### src/design/tcee_pkg.sv
// Shared types and constants of the text console escape engine.
`timescale 1ns / 1ps

package tcee_pkg;

    localparam int ROW_W  = 6;
    localparam int COL_W  = 7;
    localparam int CHAR_W = 8;
    localparam int ATTR_W = 2;
    localparam int CELL_W = CHAR_W + ATTR_W;
    localparam int VAL_W  = 10;

    localparam logic [VAL_W-1:0] NUM_CAP    = 10'd1000;
    localparam logic             FONT_RESET = 1'b1;

    localparam logic [7:0] CH_BEL  = 8'd7;
    localparam logic [7:0] CH_BS   = 8'd8;
    localparam logic [7:0] CH_LF   = 8'd10;
    localparam logic [7:0] CH_CR   = 8'd13;
    localparam logic [7:0] CH_SUB  = 8'd26;
    localparam logic [7:0] CH_ESC  = 8'd27;
    localparam logic [7:0] CH_DEL  = 8'h7F;
    localparam logic [7:0] CH_SP   = 8'h20;
    localparam logic [7:0] CH_TAB  = 8'd9;
    localparam logic [7:0] CH_LAST_WS = 8'd13;
    localparam logic [7:0] CH_BANG = 8'h21;
    localparam logic [7:0] CH_DOLR = 8'h24;
    localparam logic [7:0] CH_PLUS = 8'h2B;
    localparam logic [7:0] CH_MINUS = 8'h2D;
    localparam logic [7:0] CH_0    = 8'h30;
    localparam logic [7:0] CH_2    = 8'h32;
    localparam logic [7:0] CH_9    = 8'h39;
    localparam logic [7:0] CH_SEMI = 8'h3B;
    localparam logic [7:0] CH_A    = 8'h41;
    localparam logic [7:0] CH_B    = 8'h42;
    localparam logic [7:0] CH_H    = 8'h48;
    localparam logic [7:0] CH_J    = 8'h4A;
    localparam logic [7:0] CH_K    = 8'h4B;
    localparam logic [7:0] CH_LBRK = 8'h5B;
    localparam logic [7:0] CH_Z_LC = 8'h7A;

    localparam logic [1:0] PH_IDLE = 2'd0;
    localparam logic [1:0] PH_ESC  = 2'd1;
    localparam logic [1:0] PH_BODY = 2'd2;

    localparam logic [1:0] KD_PLAIN = 2'd0;
    localparam logic [1:0] KD_CSI   = 2'd1;
    localparam logic [1:0] KD_TUNE  = 2'd2;

    localparam logic [ATTR_W-1:0] ATTR_NORMAL = 2'd0;
    localparam logic [ATTR_W-1:0] ATTR_ACCENT = 2'd1;

    typedef enum logic [3:0] {
        EV_NONE     = 4'd0,
        EV_CELL     = 4'd1,
        EV_CLEARED  = 4'd2,
        EV_ERASED   = 4'd3,
        EV_NEWLINE  = 4'd4,
        EV_CURSOR   = 4'd5,
        EV_BELL     = 4'd6,
        EV_MODE     = 4'd7,
        EV_TUNE     = 4'd8,
        EV_TUNE_END = 4'd9,
        EV_READ     = 4'd10
    } t_ev;

    typedef enum logic [3:0] {
        CLS_READ,
        CLS_FONT,
        CLS_CR,
        CLS_LF,
        CLS_BS,
        CLS_SUB,
        CLS_BEL,
        CLS_ESC,
        CLS_OTHER
    } t_cls;

    typedef enum logic [2:0] {
        ST_IDLE,
        ST_SWEEP,
        ST_READ,
        ST_SEMI,
        ST_NUM
    } t_state;

    typedef struct packed {
        logic              kind;
        logic [CHAR_W-1:0] char_byte;
        logic [ROW_W-1:0]  read_row;
        logic [COL_W-1:0]  read_col;
    } t_item;

    typedef struct packed {
        t_ev               event_res;
        logic              scrolled;
        logic [ROW_W-1:0]  cell_row;
        logic [COL_W-1:0]  cell_col;
        logic [CHAR_W-1:0] cell_char;
        logic [ATTR_W-1:0] cell_attr;
        logic [ROW_W-1:0]  cursor_row_out;
        logic [COL_W-1:0]  cursor_col_out;
        logic              narrow_font;
    } t_res;

    typedef struct packed {
        t_cls  cls;
        t_item item;
    } t_qent;

endpackage

### src/design/tcee_front.sv
// Front part: classifies incoming items and holds them in a two-entry queue.
`timescale 1ns / 1ps

module tcee_front import tcee_pkg::*; (
    input  logic  i_clk,
    input  logic  i_rst_n,
    input  logic  i_push,
    input  t_item i_item,
    input  logic  i_hold,
    output logic  o_full,
    output logic  o_valid,
    output t_qent o_entry,
    input  logic  i_take
);

    t_qent      r_q [2];
    logic       r_wp, r_rp;
    logic [1:0] r_cnt;
    logic       w_push;
    t_cls       w_cls;

    always_comb begin
        if (i_item.kind) begin
            w_cls = CLS_READ;
        end else begin
            case (i_item.char_byte)
                CH_DEL:  w_cls = CLS_FONT;
                CH_CR:   w_cls = CLS_CR;
                CH_LF:   w_cls = CLS_LF;
                CH_BS:   w_cls = CLS_BS;
                CH_SUB:  w_cls = CLS_SUB;
                CH_BEL:  w_cls = CLS_BEL;
                CH_ESC:  w_cls = CLS_ESC;
                default: w_cls = CLS_OTHER;
            endcase
        end
    end

    assign o_full  = (r_cnt == 2'd2) || i_hold;
    assign w_push  = i_push && !o_full;
    assign o_valid = (r_cnt != 2'd0);
    assign o_entry = r_q[r_rp];

    always_ff @(posedge i_clk) begin
        if (w_push) begin
            r_q[r_wp] <= '{cls: w_cls, item: i_item};
        end
    end

    always_ff @(posedge i_clk) begin
        if (!i_rst_n) begin
            r_wp  <= 1'b0;
            r_rp  <= 1'b0;
            r_cnt <= 2'd0;
        end else begin
            if (w_push) r_wp <= ~r_wp;
            if (i_take) r_rp <= ~r_rp;
            r_cnt <= r_cnt + 2'(w_push) - 2'(i_take);
        end
    end

endmodule

### config.mk
export PLATFORM = sky130hd
export DESIGN_NAME = tcee_front
export DESIGN_NICKNAME = d
export VERILOG_FILES = /design/src/design/tcee_pkg.sv /design/src/design/tcee_front.sv
export SDC_FILE = /design/constraint.sdc
export NUM_CORES = 1
export LEC_CHECK = 0
export BUFFER_PORTS_ARGS = -buffer_cell sky130_fd_sc_hd__buf_2
export CAP_MARGIN = 30
export CORE_ASPECT_RATIO = 1.4
export CORE_MARGIN = 4
export CORE_UTILIZATION = 53
export CTS_BUF_LIST = sky130_fd_sc_hd__clkbuf_16
export DETAILED_ROUTE_END_ITERATION = 6
export GPL_ROUTABILITY_DRIVEN = 0
export PLACE_DENSITY_LB_ADDON = 0.12
export REMOVE_ABC_BUFFERS = 1
export SYNTH_ARGS = -nofsm -noshare
export SYNTH_HDL_FRONTEND = slang
export SYNTH_SLANG_ARGS = --single-unit
### constraint.sdc
create_clock -name i_clk -period 5.7 [get_ports i_clk]
set_input_delay 0.855 -clock i_clk [delete_from_list [all_inputs] [get_ports i_clk]]
set_output_delay 0.855 -clock i_clk [all_outputs]
set_load 0.02 [all_outputs]
==> Word-level counts from Yosys, hierarchy flattened <==
Memory sizes are Yosys's and may differ from the RTL's. A register that Yosys moved wholly into a read port is not among the register bits.
Index checks and enable logic that the tools add are counted.
{ "word_totals": {"ff_bits": 4, "in_bits": 27, "ram_bits": 52, "output_inout_bits": 28, "elab_cells": 26, "n_memories": 1} }
{ "classes": {"eq_ne": 8, "add_sub_neg": 2, "reduce_logical": 4, "mux": 6, "bitwise": 2} }
{ "memory_table": {"columns": ["memory", "words", "word_bits", "rd", "rd_clocked_by_memory_dff", "write_ports", "line_no", "text"], "rows": [
  ["r_q", 2, 26, 1, 1, 1, "tcee_front.sv:16", "t_qent r_q [2];"]
]} }
{ "op_table": {"columns": ["cell", "n"], "rows": [
  ["$pmux W4 S7", 1],
  ["$eq A8 B4 Y1 const B", 3],
  ["$eq A8 B5 Y1 const B", 2],
  ["$eq A8 B3 Y1 const B", 1],
  ["$eq A8 B7 Y1 const B", 1],
  ["$mux W1", 4],
  ["$mux W4", 1],
  ["$add A2 B1 Y2", 1],
  ["$eq A2 B2 Y1 const B", 1],
  ["$not A1 Y1", 2],
  ["$reduce_bool A2 Y1", 1],
  ["$sub A2 B1 Y2", 1],
  ["$logic_and A1 B1 Y1", 1],
  ["$logic_not A1 Y1", 1],
  ["$logic_or A1 B1 Y1", 1]
]} }

==> Depth between registers and ports, before layout <==
{ "depth": {"word_depth": 6, "depth_mapped": 8, "ltp_nobuf": 8} }

==> Worst setup path before layout <==
No wires, ideal clock.
{ "synth_timing": {"path_kind": "input -> register", "start": "in i_hold", "end": "mem r_q[0][0] in the netlist's numbering, enable pin", "setup_slack_ns": 3.090, "setup_ns": 0.410, "cell_stages": 3, "required_time_ns": 5.290, "t_arrival_ns": 2.199, "n_path_buf": 0, "cell_sequence": "inv_1 > o211ai_1 > nor2_1"} }
{ "synth_via": {"elab_chain_len": 5} }
{ "synth_lines": {"columns": ["element", "line_no", "text"], "rows": [
  ["start, declared", "tcee_front.sv:9", "input logic i_hold,"],
  ["$logic_or A1 B1 Y1", "tcee_front.sv:39", "assign o_full = (r_cnt == 2'd2) || i_hold;"],
  ["$logic_not A1 Y1", "tcee_front.sv:40", "assign w_push = i_push && !o_full;"],
  ["$logic_and A1 B1 Y1", "tcee_front.sv:40", null],
  ["$mux W1", "tcee_front.sv:45", "if (w_push) begin"],
  ["$mux W1 (not written as such)", "tcee_front.sv:46", "r_q[r_wp] <= '{cls: w_cls, item: i_item};"],
  ["end, declared", "tcee_front.sv:16", null]
]} }
No other way between the ends.

==> results.md <==
- Die Span Y: 85.8 um
- Filler cells: 292
- Worst endpoint required time: 4.85 ns
- Slew HR: 0.660
- Synthesized flop and latch total: 57
- Count of unresolved DRC violations after routing: 0
- Post-detailed-placement half-perimeter wirelength: 2750 um
- Largest net degree at the start of global routing: 27
- Power, Total: 1120 uW
- Post-synthesis area per instance: 17.0 um^2
- Type of the most critical hold path: reg -> reg
- Final global-route overflow total: 0
- Clock slew at the register clock pins of the worst setup and hold paths: 0.05 ns
- Kind of critical path: reg -> out
- Count of hold-fix buffers inserted at cts: 0
- Initial antenna violation count: 0
- Wire length of the first global-routing pass: 6410 um
- Share of the cycle needed by the critical path after routing: 0.445
- Global routing usage summed across all routing layers: 0.164
- Area used by sequential logic in the layout: 1660 um^2
- Count of boundary I/O pins: 55
- Number of hold violations in the final report: 0
- Overall die area: 5460 um^2
- Data arrival time of the critical path: 1.68 ns
- MaxCap Viol Count: 0
- Drt initial violations: 74
- RSZ-0062 raised after global routing: no
- Netlist Area Pre-Place: 2290 um^2
- Floorplan die width: 63.6 um
- Slew @ Worst Pin: 0.510 ns
- Setup TNS: 0 ns
- Post-route antenna net violation count: 0
- Fraction of the core area covered by cells at the end of the flow: 0.696
- Most common cell after layout, fill and taps aside: sky130_fd_sc_hd__buf_2
- Post-CTS setup buffers: 0
- Startpoint class of the critical path: flop
- Length of the first detailed-routing pass in iterations: 4
- Worst-case setup margin in the final layout: 3.16 ns
- Cell at the root of the clock tree: sky130_fd_sc_hd__clkbuf_16
- Antenna diodes: 0
- Total core area: 4200 um^2
- Net count of the finished layout: 229
- Wire per inst: 15.7 um
- Maximum fanout along the worst path: 18
- Maximum clock rate: 0.394 GHz
- Final count of negative-setup-slack endpoints: 0
- Critical path endpoint category: output port
- IO Port Bufs: 54
- Share of cells above drive strength 1: 0.500
- Std cell rows: 28
- Number of buffers created by CTS: 9
- Pre-CTS setup slack: 3.29 ns
- Final critical-path required period: 2.54 ns
- Result of the run: complete, no violations
- Level count of the clock H-tree: 3
- Clock insertion delay at the later pin of the skew report: 0.31 ns
- Maximum resistive drop on vdd: 0.268 mV
- Combined area of the multi-input logic cells: 602 um^2
- Initial core utilization: 0.545
- Distinct cell type count of the synthesized netlist: 27
- Sequential element share of the synthesized area: 0.725
- Post-cts gate resize count: 0
- Leakage power: 0.00112 uW
- Number of global-route vias before repair: 1387
- Setup clock skew after layout: 0.00320 ns
- Final routed wirelength across all metal layers: 3920 um
- Clock Tree Buf Depth: 2
- Total power divided by cell area: 383 nW/um^2
- Final number of max-transition violations: 0
- Number of clock sinks: 57
- Gate Count Post-Synth: 135
- Routed vias: 1317
- Synth Warn #: 0
- Layout Area Growth over Synthesis: 27.7%
- Clock tree from TritonCTS: yes
- Via density: 5.29
- Leading cell types in the layout, fill and taps excluded: sky130_fd_sc_hd__buf_2, sky130_fd_sc_hd__edfxtp_1, sky130_fd_sc_hd__mux2_2
[cells in the mapped netlist]
cell type / n / area (um^2)
sky130_fd_sc_hd__inv_1: 5 / 18.8
sky130_fd_sc_hd__o311a_1: 1 / 10.0
sky130_fd_sc_hd__nand3b_1: 1 / 7.51
sky130_fd_sc_hd__mux2_2: 26 / 293
sky130_fd_sc_hd__a32o_2: 1 / 11.3
sky130_fd_sc_hd__nor3_1: 4 / 20.0
sky130_fd_sc_hd__nand2_1: 5 / 18.8
sky130_fd_sc_hd__ha_1: 2 / 25.0
sky130_fd_sc_hd__buf_2: 3 / 15.0
sky130_fd_sc_hd__nor3_2: 1 / 10.0
sky130_fd_sc_hd__or3_4: 1 / 11.3
sky130_fd_sc_hd__nor2_1: 7 / 26.3
sky130_fd_sc_hd__o211ai_1: 1 / 7.51
sky130_fd_sc_hd__nor2b_1: 1 / 6.26
sky130_fd_sc_hd__or2b_2: 1 / 8.76
sky130_fd_sc_hd__o21ai_0: 2 / 10.0
sky130_fd_sc_hd__edfxtp_1: 52 / 1560
sky130_fd_sc_hd__a2111oi_4: 1 / 27.5
sky130_fd_sc_hd__nand4b_1: 1 / 8.76
sky130_fd_sc_hd__dfxtp_1: 5 / 100
sky130_fd_sc_hd__xnor2_1: 2 / 17.5
sky130_fd_sc_hd__or2_2: 1 / 6.26
sky130_fd_sc_hd__o31ai_1: 1 / 7.51
sky130_fd_sc_hd__and2_1: 6 / 37.5
sky130_fd_sc_hd__a21oi_1: 2 / 10.0
sky130_fd_sc_hd__o21a_1: 1 / 7.51
sky130_fd_sc_hd__xor2_1: 1 / 8.76
[state kept, by name (all words and copies together) (netlist names), named ones only]
name	count
r_q	52
r_cnt	2
r_rp	1
r_wp	1
[power by group]
| part | total (uW) | leakage (uW) | internal [uW] | switching [uW] |
|---|---|---|---|---|
| logic | 141 | 0.000468 | 61.6 | 79.2 |
| clock network | 485 | 0.000135 | 327 | 159 |
| registers | 496 | 0.000515 | 485 | 10.8 |
| total | 1120 | 0.00112 | 873 | 249 |
[cell type report]
cell class / instances / area share
timing repair buffer: 57 / 0.107
clock inverter: 6 / 0.0171
clock buffer: 9 / 0.0770
tap: 45 / 0.0192
sequential: 57 / 0.568
multi-input combinational: 70 / 0.206
inverter: 5 / 0.00641
[worst max-delay path: stages (launching register included)]
cell and delay, ns:
sky130_fd_sc_hd__dfxtp_1 0.63, sky130_fd_sc_hd__buf_16 0.22, sky130_fd_sc_hd__mux2_2 0.35, sky130_fd_sc_hd__buf_2 0.16
[final timing paths]
check	start	to	slack, ns	cells after the start
max	flop	o_entry[14]	3.16	3
min	r_rp	flop	0.58	2
max reg2reg	r_cnt[1]	r_cnt[1]	3.88	8
min reg2reg	r_rp	flop	0.58	2
[per-stage QoR]
step	hold slack (ns)	cell area, um^2	std cells
floorplan	0.550	2280	132
global placement	0.571	2620	233
detailed placement	0.579	2650	234
CTS	0.588	2930	249
global route	0.616	2930	249
finish	0.583	2930	249
[cells by family after synthesis]
| logic type | share of synthesized area |
|---|---|
| adder cells (fa/ha/maj) | 0.0109 |
| buffers and inverters | 0.0147 |
| AO/OA/AOI/OAI | 0.0399 |
| multiplexers | 0.128 |
| AND/OR/NAND/NOR | 0.0704 |
| XOR/XNOR | 0.0115 |
| flip-flops | 0.725 |
[metal layers]
layer,vias up,track usage,part of all wire
met2,47,0.272,0.51
li1,643,-,-
met5,-,0,0
met4,0,0.124,0.029
met3,7,0.0537,0.068
met1,620,0.170,0.39
Power figures use the tool's default switching activity.
